$ cat src/design/smpq_pkg.sv
// shared types and constants for the sorted min priority queue
`timescale 1ns / 1ps

package smpq_pkg;

  localparam int CAPACITY    = 16;
  localparam int MAX_RESULTS = 16;
  localparam int LIST_MAX    = (MAX_RESULTS < CAPACITY) ? MAX_RESULTS : CAPACITY;
  localparam int CNT_W       = $clog2(CAPACITY + 1);
  localparam int IDX_W       = $clog2(CAPACITY);
  localparam int OCC_W       = 5;
  localparam int VAL_W       = 32;

  localparam int CMD_DEPTH   = 2;
  localparam int CMD_PTR_W   = $clog2(CMD_DEPTH);
  localparam int CMD_CNT_W   = $clog2(CMD_DEPTH + 1);
  localparam int OUT_DEPTH   = 2;
  localparam int OUT_PTR_W   = $clog2(OUT_DEPTH);
  localparam int OUT_CNT_W   = $clog2(OUT_DEPTH + 1);

  localparam logic [2:0] ACT_PUSH  = 3'd0;
  localparam logic [2:0] ACT_POP   = 3'd1;
  localparam logic [2:0] ACT_TOP   = 3'd2;
  localparam logic [2:0] ACT_DROP  = 3'd3;
  localparam logic [2:0] ACT_CLEAR = 3'd4;

  localparam logic [1:0] ST_OK    = 2'd0;
  localparam logic [1:0] ST_EMPTY = 2'd1;
  localparam logic [1:0] ST_FULL  = 2'd2;

  typedef enum logic [2:0] {
    OP_PUSH, OP_POP, OP_TOP, OP_DROP, OP_CLEAR, OP_NOP
  } op_t;

  typedef struct packed {
    logic [2:0]              action;
    logic signed [VAL_W-1:0] value;
  } request_t;

  typedef struct packed {
    logic signed [VAL_W-1:0] result_value;
    logic [1:0]              status;
    logic [OCC_W-1:0]        occupancy;
    logic                    last;
  } result_t;

  typedef struct packed {
    op_t                     op;
    logic signed [VAL_W-1:0] value;
  } cmd_t;

  typedef struct packed {
    logic                    insert;
    logic                    remove;
    logic                    clear;
    logic signed [VAL_W-1:0] value;
  } cell_ctrl_t;

endpackage

$ cat src/design/smpq_front.sv
// front end: accepts requests, decodes the action and queues commands
`timescale 1ns / 1ps

module smpq_front import smpq_pkg::*; (
  input  logic     clk,
  input  logic     rst,
  input  logic     push,
  output logic     full,
  input  request_t request,
  output logic     cmd_valid,
  output cmd_t     cmd,
  input  logic     cmd_pop
);

  cmd_t                 slots [CMD_DEPTH];
  logic [CMD_PTR_W-1:0] wr_ptr;
  logic [CMD_PTR_W-1:0] rd_ptr;
  logic [CMD_CNT_W-1:0] count;
  cmd_t                 decoded;
  logic                 wr_en;
  logic                 rd_en;

  always_comb begin
    decoded.value = request.value;
    unique case (request.action)
      ACT_PUSH:  decoded.op = OP_PUSH;
      ACT_POP:   decoded.op = OP_POP;
      ACT_TOP:   decoded.op = OP_TOP;
      ACT_DROP:  decoded.op = OP_DROP;
      ACT_CLEAR: decoded.op = OP_CLEAR;
      default:   decoded.op = OP_NOP;
    endcase
  end

  assign full      = (count == CMD_CNT_W'(CMD_DEPTH));
  assign cmd_valid = (count != '0);
  assign cmd       = slots[rd_ptr];
  assign wr_en     = push && !full;
  assign rd_en     = cmd_pop && cmd_valid;

  always_ff @(posedge clk) begin
    if (wr_en) begin
      slots[wr_ptr] <= decoded;
    end
  end

  always_ff @(posedge clk) begin
    if (rst) begin
      wr_ptr <= '0;
      rd_ptr <= '0;
      count  <= '0;
    end else begin
      if (wr_en) begin
        wr_ptr <= wr_ptr + CMD_PTR_W'(1);
      end
      if (rd_en) begin
        rd_ptr <= rd_ptr + CMD_PTR_W'(1);
      end
      count <= count + CMD_CNT_W'(wr_en) - CMD_CNT_W'(rd_en);
    end
  end

endmodule

$ cat src/design/smpq_cells.sv
// shift-cell array holding the entries in ascending order
`timescale 1ns / 1ps

module smpq_cells import smpq_pkg::*; (
  input  logic                    clk,
  input  logic                    rst,
  input  cell_ctrl_t              ctrl,
  input  logic [IDX_W-1:0]        rd_idx,
  output logic signed [VAL_W-1:0] rd_data,
  output logic [CNT_W-1:0]        count
);

  logic signed [VAL_W-1:0] entries      [CAPACITY];
  logic signed [VAL_W-1:0] entries_next [CAPACITY];
  logic [CAPACITY-1:0]     ins_here;
  logic [CAPACITY-1:0]     shift_up;

  // insert point: first held entry greater than the value, or the free slot
  always_comb begin
    for (int i = 0; i < CAPACITY; i++) begin
      ins_here[i] = ((CNT_W'(i) < count) && (ctrl.value < entries[i])) ||
                    (CNT_W'(i) == count);
    end
    shift_up[0] = 1'b0;
    for (int i = 1; i < CAPACITY; i++) begin
      shift_up[i] = ins_here[i] && ins_here[i-1];
    end
  end

  always_comb begin
    for (int i = 0; i < CAPACITY; i++) begin
      entries_next[i] = entries[i];
    end
    if (ctrl.insert) begin
      entries_next[0] = ins_here[0] ? ctrl.value : entries[0];
      for (int i = 1; i < CAPACITY; i++) begin
        if (shift_up[i]) begin
          entries_next[i] = entries[i-1];
        end else if (ins_here[i]) begin
          entries_next[i] = ctrl.value;
        end
      end
    end else if (ctrl.remove) begin
      for (int i = 0; i < CAPACITY - 1; i++) begin
        entries_next[i] = entries[i+1];
      end
    end
  end

  assign rd_data = entries[rd_idx];

  always_ff @(posedge clk) begin
    for (int i = 0; i < CAPACITY; i++) begin
      entries[i] <= entries_next[i];
    end
  end

  always_ff @(posedge clk) begin
    if (rst) begin
      count <= '0;
    end else if (ctrl.clear) begin
      count <= '0;
    end else if (ctrl.insert) begin
      count <= count + CNT_W'(1);
    end else if (ctrl.remove) begin
      count <= count - CNT_W'(1);
    end
  end

endmodule

$ cat src/design/smpq_back.sv
// back end: runs commands on the cell array and queues the results
`timescale 1ns / 1ps

module smpq_back import smpq_pkg::*; (
  input  logic                    clk,
  input  logic                    rst,
  input  logic                    cmd_valid,
  input  cmd_t                    cmd,
  output logic                    cmd_pop,
  output cell_ctrl_t              ctrl,
  output logic [IDX_W-1:0]        rd_idx,
  input  logic signed [VAL_W-1:0] rd_data,
  input  logic [CNT_W-1:0]        count,
  output logic                    empty,
  input  logic                    pop,
  output result_t                 result
);

  typedef enum logic [1:0] {
    S_IDLE = 2'b01,
    S_LIST = 2'b10
  } state_t;

  state_t               state;
  state_t               state_next;
  logic [IDX_W-1:0]     idx;
  logic [IDX_W-1:0]     idx_next;

  result_t              slots [OUT_DEPTH];
  logic [OUT_PTR_W-1:0] wr_ptr;
  logic [OUT_PTR_W-1:0] rd_ptr;
  logic [OUT_CNT_W-1:0] ocount;

  logic                 out_pop;
  logic                 out_room;
  logic                 res_push;
  result_t              res;
  logic [CNT_W-1:0]     list_len;
  logic                 is_empty;

  assign out_pop  = pop && !empty;
  assign out_room = (ocount != OUT_CNT_W'(OUT_DEPTH)) || out_pop;
  assign list_len = (count < CNT_W'(LIST_MAX)) ? count : CNT_W'(LIST_MAX);
  assign is_empty = (count == '0);
  assign rd_idx   = (state == S_LIST) ? idx : '0;

  always_comb begin
    state_next       = state;
    idx_next         = idx;
    cmd_pop          = 1'b0;
    res_push         = 1'b0;
    ctrl.insert      = 1'b0;
    ctrl.remove      = 1'b0;
    ctrl.clear       = 1'b0;
    ctrl.value       = cmd.value;
    res.result_value = '0;
    res.status       = ST_OK;
    res.occupancy    = OCC_W'(count);
    res.last         = 1'b1;
    unique case (state)
      S_IDLE: begin
        if (cmd_valid && out_room) begin
          cmd_pop  = 1'b1;
          res_push = 1'b1;
          case (cmd.op)
            OP_PUSH: begin
              if (count == CNT_W'(CAPACITY)) begin
                res.status = ST_FULL;
              end else begin
                ctrl.insert   = 1'b1;
                res.occupancy = OCC_W'(count + CNT_W'(1));
              end
            end
            OP_POP: begin
              if (is_empty) begin
                res.status = ST_EMPTY;
              end else begin
                ctrl.remove   = 1'b1;
                res.occupancy = OCC_W'(count - CNT_W'(1));
              end
            end
            OP_TOP, OP_DROP: begin
              if (is_empty) begin
                res.status = ST_EMPTY;
              end else begin
                res.result_value = rd_data;
                if (cmd.op == OP_DROP && list_len != CNT_W'(1)) begin
                  res.last   = 1'b0;
                  idx_next   = IDX_W'(1);
                  state_next = S_LIST;
                end
              end
            end
            OP_CLEAR: begin
              ctrl.clear    = 1'b1;
              res.occupancy = '0;
            end
            default: begin
            end
          endcase
        end
      end
      S_LIST: begin
        if (out_room) begin
          res_push         = 1'b1;
          res.result_value = rd_data;
          res.last         = (CNT_W'(idx) + CNT_W'(1) == list_len);
          idx_next         = idx + IDX_W'(1);
          if (res.last) begin
            state_next = S_IDLE;
          end
        end
      end
      default: begin
        state_next = S_IDLE;
      end
    endcase
  end

  always_ff @(posedge clk) begin
    if (rst) begin
      state <= S_IDLE;
      idx   <= '0;
    end else begin
      state <= state_next;
      idx   <= idx_next;
    end
  end

  // result queue
  assign empty  = (ocount == '0);
  assign result = slots[rd_ptr];

  always_ff @(posedge clk) begin
    if (res_push) begin
      slots[wr_ptr] <= res;
    end
  end

  always_ff @(posedge clk) begin
    if (rst) begin
      wr_ptr <= '0;
      rd_ptr <= '0;
      ocount <= '0;
    end else begin
      if (res_push) begin
        wr_ptr <= wr_ptr + OUT_PTR_W'(1);
      end
      if (out_pop) begin
        rd_ptr <= rd_ptr + OUT_PTR_W'(1);
      end
      ocount <= ocount + OUT_CNT_W'(res_push) - OUT_CNT_W'(out_pop);
    end
  end

endmodule

$ cat src/design/sorted_min_priority_queue_top.sv
// top level of the sorted min priority queue
// Usage: requests enter on a queue-style port: request carries action and value, and a
// request is taken at a clock edge with push high and full low. Results leave the same
// way: result shows the oldest waiting result while empty is low, and it is taken at a
// clock edge with pop high and empty low.
// Every request gives one result with last set, except drop on a non-empty queue, which
// gives one result per held entry, smallest first, last set on the final one.
// A taken request is written into the command queue; the execution stage pops it from
// there when the result queue has room and writes its result into the result queue,
// which drives the result port. Push, pop, top, clear and unknown actions are each a
// single step of the execution stage, which then takes the next command; drop holds the
// execution stage until each listed entry has been written to the result queue.
// Reset (rst, synchronous) empties both queues and sets the entry count to zero.
// When the receiver stalls, the two-entry result queue fills, the execution stage holds,
// the two-entry command queue fills and full rises; nothing is lost.
`timescale 1ns / 1ps

module sorted_min_priority_queue_top import smpq_pkg::*; (
  input  logic     clk,
  input  logic     rst,
  input  logic     push,
  output logic     full,
  input  request_t request,
  output logic     empty,
  input  logic     pop,
  output result_t  result
);

  logic                    cmd_valid;
  cmd_t                    cmd;
  logic                    cmd_pop;
  cell_ctrl_t              ctrl;
  logic [IDX_W-1:0]        rd_idx;
  logic signed [VAL_W-1:0] rd_data;
  logic [CNT_W-1:0]        count;

  smpq_front u_front (
    .clk       (clk),
    .rst       (rst),
    .push      (push),
    .full      (full),
    .request   (request),
    .cmd_valid (cmd_valid),
    .cmd       (cmd),
    .cmd_pop   (cmd_pop)
  );

  smpq_cells u_cells (
    .clk     (clk),
    .rst     (rst),
    .ctrl    (ctrl),
    .rd_idx  (rd_idx),
    .rd_data (rd_data),
    .count   (count)
  );

  smpq_back u_back (
    .clk       (clk),
    .rst       (rst),
    .cmd_valid (cmd_valid),
    .cmd       (cmd),
    .cmd_pop   (cmd_pop),
    .ctrl      (ctrl),
    .rd_idx    (rd_idx),
    .rd_data   (rd_data),
    .count     (count),
    .empty     (empty),
    .pop       (pop),
    .result    (result)
  );

endmodule

$ cat config.mk
export PLATFORM = sky130hd
export DESIGN_NAME = sorted_min_priority_queue_top
export DESIGN_NICKNAME = d
export VERILOG_FILES = /design/src/design/smpq_pkg.sv /design/src/design/smpq_front.sv /design/src/design/smpq_cells.sv /design/src/design/smpq_back.sv /design/src/design/sorted_min_priority_queue_top.sv
export SDC_FILE = /design/constraint.sdc
export NUM_CORES = 2
export LEC_CHECK = 0
export BUFFER_PORTS_ARGS = -buffer_cell sky130_fd_sc_hd__buf_4
export CORE_MARGIN = 2
export CORE_UTILIZATION = 30
export CTS_CLUSTER_SIZE = 8
export DETAILED_ROUTE_END_ITERATION = 10
export GPL_ROUTABILITY_DRIVEN = 1
export HOLD_SLACK_MARGIN = 0.12
export SYNTH_ARGS = -nofsm -noshare
export SYNTH_HDL_FRONTEND = slang
export SYNTH_SLANG_ARGS = --single-unit
$ cat constraint.sdc
create_clock -name clk -period 16.6 [get_ports clk]
set_clock_uncertainty 0.15 [all_clocks]
set_input_delay 3.32 -clock clk [delete_from_list [all_inputs] [get_ports clk]]
set_output_delay 3.32 -clock clk [all_outputs]
set_load 0.05 [all_outputs]
# Word-level counts from Yosys, hierarchy flattened
# Memories as Yosys holds them, arrays and structs flattened. A register that Yosys moved wholly into a read port is not among the register bits.
# Cells that the tools add are included.
[word_totals]
register_bits = 19
mem_bits_rw = 662
in_bits = 39
out_inout_bits = 42
wordCells = 248
memories = 3
[mem_list]
columns = ["name", "words", "word_bits", "read_ports", "rd_clocked_by_memory_dff", "write_ports", "line_no", "text"]
rows = [
  ["u_cells.entries", 16, 32, 17, 0, 16, "smpq_cells.sv:13", "logic signed [VAL_W-1:0] entries [CAPACITY];"],
  ["u_back.slots", 2, 40, 1, 1, 1, "smpq_back.sv:29", "result_t slots [OUT_DEPTH];"],
  ["u_front.slots", 2, 35, 1, 1, 1, "smpq_front.sv:15", "cmd_t slots [CMD_DEPTH];"],
]
[classes]
addsub = 12
order_cmp = 33
eq_ne = 36
muxes = 88
reduce_logical = 67
[ops]
columns = ["cell", "n"]
rows = [
  ["32-bit two-way mux", 35],
  ["480-bit two-way mux", 2],
  ["32-bit less-than comparator", 16],
  ["32-bit one-hot mux with 2 select lines", 1],
  ["4-bit by 5-bit == test with 1-bit output (first input constant)", 8],
  ["4-bit by 5-bit less-than comparator with 1-bit output (first input constant)", 8],
  ["40-bit two-way mux", 1],
  ["1-bit logical AND", 36],
  ["5-bit two-way mux", 5],
  ["4-bit two-way mux", 6],
  ["1-bit two-way mux", 21],
  ["3-bit by 5-bit == test with 1-bit output (first input constant)", 4],
  ["3-bit by 5-bit less-than comparator with 1-bit output (first input constant)", 4],
  ["1-bit logical OR", 17],
  ["3-bit one-hot mux with 5 select lines", 1],
  ["5-bit one-hot mux with 3 select lines", 1],
  ["2-bit two-way mux", 7],
  ["3-bit by 2-bit == test with 1-bit output (second input constant)", 4],
  ["6-bit AND reduction", 2],
  ["2-bit by 5-bit == test with 1-bit output (first input constant)", 2],
  ["1-bit by 5-bit less-than comparator with 1-bit output (first input constant)", 2],
  ["2-bit by 5-bit less-than comparator with 1-bit output (first input constant)", 2],
  ["2-bit inequality test (second input constant)", 4],
  ["2-bit one-hot mux with 2 select lines", 2],
  ["other kinds (28)", 45],
]

# Longest topological paths before layout
[logic_depth]
word_depth = 10
ltp_mapped = 14
ltp_nobuf = 10

# Hierarchy
# Synthesis repeated with hierarchy kept, for this count alone.
[hier_totals]
cells_unflattened = 4673
area_unflattened_um2 = 49513.7
[modules_own_cells]
columns = ["mod", "n_inst", "cells_each", "area_each_um2", "seq_area_each_um2"]
rows = [
  ["smpq_cells", 1, 4182, 42185.5, 15474.8],
  ["smpq_back", 1, 352, 4550.6, 2622.5],
  ["smpq_front", 1, 139, 2777.7, 2202.1],
]

# Least setup slack after synthesis
# No wires, ideal clock.
[synth_path]
kind = "input-to-reg"
startpoint = "in pop"
endpoint = "mem u_cells.entries[12][0], enable pin"
arrival_ps = 6632
required_time_ps = 15984
path_slack_ps = 9352
path_stages = 9
cell_sequence = "nor3b_1 nor2_1 nand2_1 inv_1 nand2_1 buf_2 buf_2 buf_1 o21ai_0"
[synth_lines]
columns = ["element", "line_no", "text"]
rows = [
  ["start: declaration", "sorted_min_priority_queue_top.sv:25", "input logic pop,"],
  ["end: declaration", "smpq_cells.sv:13", ""],
]

==> flow_metrics.py <==
metrics = {
    "run_status": {
        "status": "complete, no violations",
    },
    "clock_network": {
        "cts_tree": "built",
        "clock-sinks": 683,
        "cts_setup_buffers": 0,
        "htreeDepth": 3,
        "hold_buffers": 0,
        "tritoncts.num_buffers": 97,
        "ctsResizeCount": 0,
        "path_clk_slew_ns": 0.05,
        "clk-insertion-delay-late_ns": 0.72,
        "cts_root_buf": "clkbuf_16",
        "clockBufferDepth": 3,
    },
    "power": {
        "p_int_mw": 3.766,
        "p_sw_share_pct": 37.23,
        "clockPowerShare_pct": 31.0,
        "power_density_nw_per_um2": 109.3,
        "leakage_nw": 21.18,
        "pwr-share-comb_pct": 34.4,
        "power_switching_mw": 2.233,
        "seq_power_share_pct": 34.6,
        "peakVddDrop_mv": 0.09272,
    },
    "flow_run": {
        "cap_violations": 0,
    },
    "cells_and_area": {
        "drive_above_1_share_pct": 8.662,
        "stdcell_count": 7293,
        "postLayoutCellArea_sq_um": 54870,
        "layout_common_cells": "662 x edfxtp_1, 639 x nand2_1, 531 x inv_1",
        "final_common_cell": "edfxtp_1",
        "fillers": 16760,
        "area.growth.synth_to_final_pct": 10.91,
        "nets": 5617,
    },
    "worst_setup_path": {
        "cp_common_cell": "buf_4",
        "arrival_ns": 7.41,
        "crit_path_start_kind": "primary input",
        "worstSetupPathType": "in2reg",
        "crit_chain": "buf_4 > nor3b_1 > nor2_1 > nand2_1 > inv_1 > nand2_4 > buf_4 > buf_4 > buf_4 > o311ai_0",
        "critPathSlowestCell": "buf_4",
        "critPathCaptureType": "flop",
        "cpPeakStageDelay_ns": 0.81,
        "cp_max_fo": 87,
        "rrSetupSlack_ns": 10.13,
        "crit_required_ns": 16.85,
    },
    "synthesis": {
        "synthFlopType": "edfxtp_1",
        "synth-edff-count": 662,
        "synthArstFlopShare_pct": 0,
        "synth_area_sq_um": 49470,
        "synth_top_area_cell": "edfxtp_1",
        "synth.top_cells.by_area": "edfxtp_1 40%, ha_1 13%, nand2_1 5.0%, inv_1 4.0%, o311ai_0 3.4%",
        "synth_top_area_share_pct": 40.19,
        "ys_warn_count": 0,
        "synth_seq_cells": 683,
        "synth_fp_nets": 5741,
        "ys_seq_area_share_pct": 41.04,
        "avgSynthCellArea_sq_um": 9.524,
        "netlist_instances": 5194,
        "ys_types": 82,
    },
    "sta": {
        "hold_slack_ns": 0.3567,
        "hold_viol": 0,
        "post-route-min-period_ns": 7.160,
        "maxSlewHeadroom_pct": 14.10,
        "rsz0062_at_grt": "no",
        "fin_tns_setup_ns": 0,
        "max_freq_mhz": 139.7,
        "layout_setup_ws_ns": 9.440,
        "setup_viol": 0,
        "tightest_slew_ns": 1.271,
        "drv_slew": 0,
        "post-route-period-util_pct": 43.13,
    },
    "detailed_routing": {
        "via_count": 44760,
        "routed_wl_um": 199100,
        "routedWlPerCell_um": 27.30,
        "via_per_inst": 6.137,
        "drtIter0Drc": 6593,
        "drt_pass1_iterations": 6,
        "drc": 0,
        "ant_nets": 0,
    },
    "floorplanning": {
        "io_pins": 81,
        "rows": 149,
        "die_area_sq_um": 168200,
        "initial_core_util_pct": 30.08,
        "chipWidth_um": 410.1,
        "dieHeight_um": 410.1,
        "coreArea_sq_um": 164400,
    },
    "grt": {
        "grt_pass1_vias": 41760,
        "grt_start_max_net_pins": 203,
        "track_usage_pct": 22.80,
        "overflow": 0,
        "grt_pass1_wl_um": 286400,
        "grt_antenna_before_repair": 4,
    },
    "placed_design": {
        "place_area_sq_um": 52240,
        "place_congestion": 0.9673,
        "hpwlAfterDp_um": 138800,
        "preCtsSetupSlack_ns": 8.900,
        "portBuffers": 80,
        "dp.cells": 7160,
    },
    "worst_hold_path": {
        "hold_class": "reg2reg",
    },
}
[worst paths after layout]
path / startpoint / endpoint / depth (start not counted)
hold / removal: u_front.rd_ptr$_SDFFE_PP0P_ / flop / 2
setup / recovery: pop / u_cells.entries[5][10]$_DFFE_PP_ / 10
setup reg to reg: flop / u_cells.entries[6][24]$_DFFE_PP_ / 12
hold reg to reg: u_front.rd_ptr$_SDFFE_PP0P_ / flop / 2
[synth_stat cells (all sizes together) (6+ instances only)]
| cell | instances |
|---|---|
| o22ai | 73 |
| o311ai | 257 |
| nor2 | 234 |
| a2111oi | 9 |
| nand2 | 653 |
| xnor2 | 10 |
| nand2b | 14 |
| nor4 | 8 |
| mux2i | 165 |
| a21o | 45 |
| and2 | 9 |
| a221o | 12 |
| a221oi | 67 |
| mux2 | 107 |
| inv | 531 |
| buf | 89 |
| o221ai | 135 |
| and3 | 44 |
| ha | 508 |
| edfxtp | 662 |
| or3 | 8 |
| dfxtp | 21 |
| clkbuf | 293 |
| nand3 | 170 |
| a22oi | 6 |
| o21ai | 235 |
| o2111ai | 16 |
| a311oi | 8 |
| o21a | 14 |
| nor2b | 17 |
| a21oi | 238 |
| a31oi | 43 |
| nand4 | 121 |
| and4 | 8 |
| nor3 | 118 |
| o211ai | 84 |
| a211oi | 103 |
[routing by layer]
layer / wire length [um] / track usage (%) / up-vias
li1: - / - / 19460
met1: 79200 / 30.21 / 21690
met2: 85130 / 34.26 / 3049
met3: 23510 / 5.613 / 553
met4: 11260 / 11.83 / 4
met5: 21 / 0 / -
[state kept, by name, indices dropped and copies added, names as in the netlist, 2 cells and up, named ones only]
register	flops
u_front.slots	70
u_back.slots	80
u_back.ocount	2
u_back.state	2
u_cells.count	5
u_cells.entries	512
u_back.idx	4
u_front.count	2
[power groups by stage]
stage                     registers, mW  clock network, mW  logic (mW)
after floorplan                    2.10                  0        1.36
after global placement             2.11                  0        1.97
after detailed placement           2.11                  0        2.02
after CTS                          2.08               1.88        2.03
after global routing               2.09               1.93        2.23
final                              2.08               1.86        2.06
[layout make-up]
cell class | instances | area [sq um] | area share (%)
clock inverter | 7 | 45.04 | 0.08210
clock buffer | 125 | 2575 | 4.693
inverter | 533 | 2001 | 3.646
antenna | 1 | 2.502 | 0.004561
sequential | 683 | 20310 | 37.02
timing repair buffer | 159 | 1231 | 2.244
tap | 2189 | 2739 | 4.992
multi-input combinational | 3596 | 25960 | 47.31
[worst max-delay path, delay by kind of cell]
| kind | cells | cell delay, ns |
|---|---|---|
| compound gates | 1 | 0.26 |
| buf+inv | 5 | 2.55 |
| simple gates | 4 | 1.08 |
[cells by family (layout without fill, tap and decap cells)]
family,after synthesis,in the layout,synth area share [%]
AOI/OAI and AO/OA,1379,1379,19.86
xor gates and xnor gates,14,14,0.2479
adders and majority gates,508,508,12.85
buffers and inverters,915,824,7.069
DFF,683,683,41.04
muxes,272,272,6.027
other,0,1,0
and+or+nand+nor,1423,1423,12.91
[through the flow]
step           power (mW)  utilization, %
3_5_place_dp        4.132           31.77
4_1_cts             5.984           33.37
5_1_grt             6.247           33.37
2_1_floorplan       3.455               -
6_report            5.999           33.37
3_3_place_gp        4.075           31.77
Power figures use the tool's default switching activity.
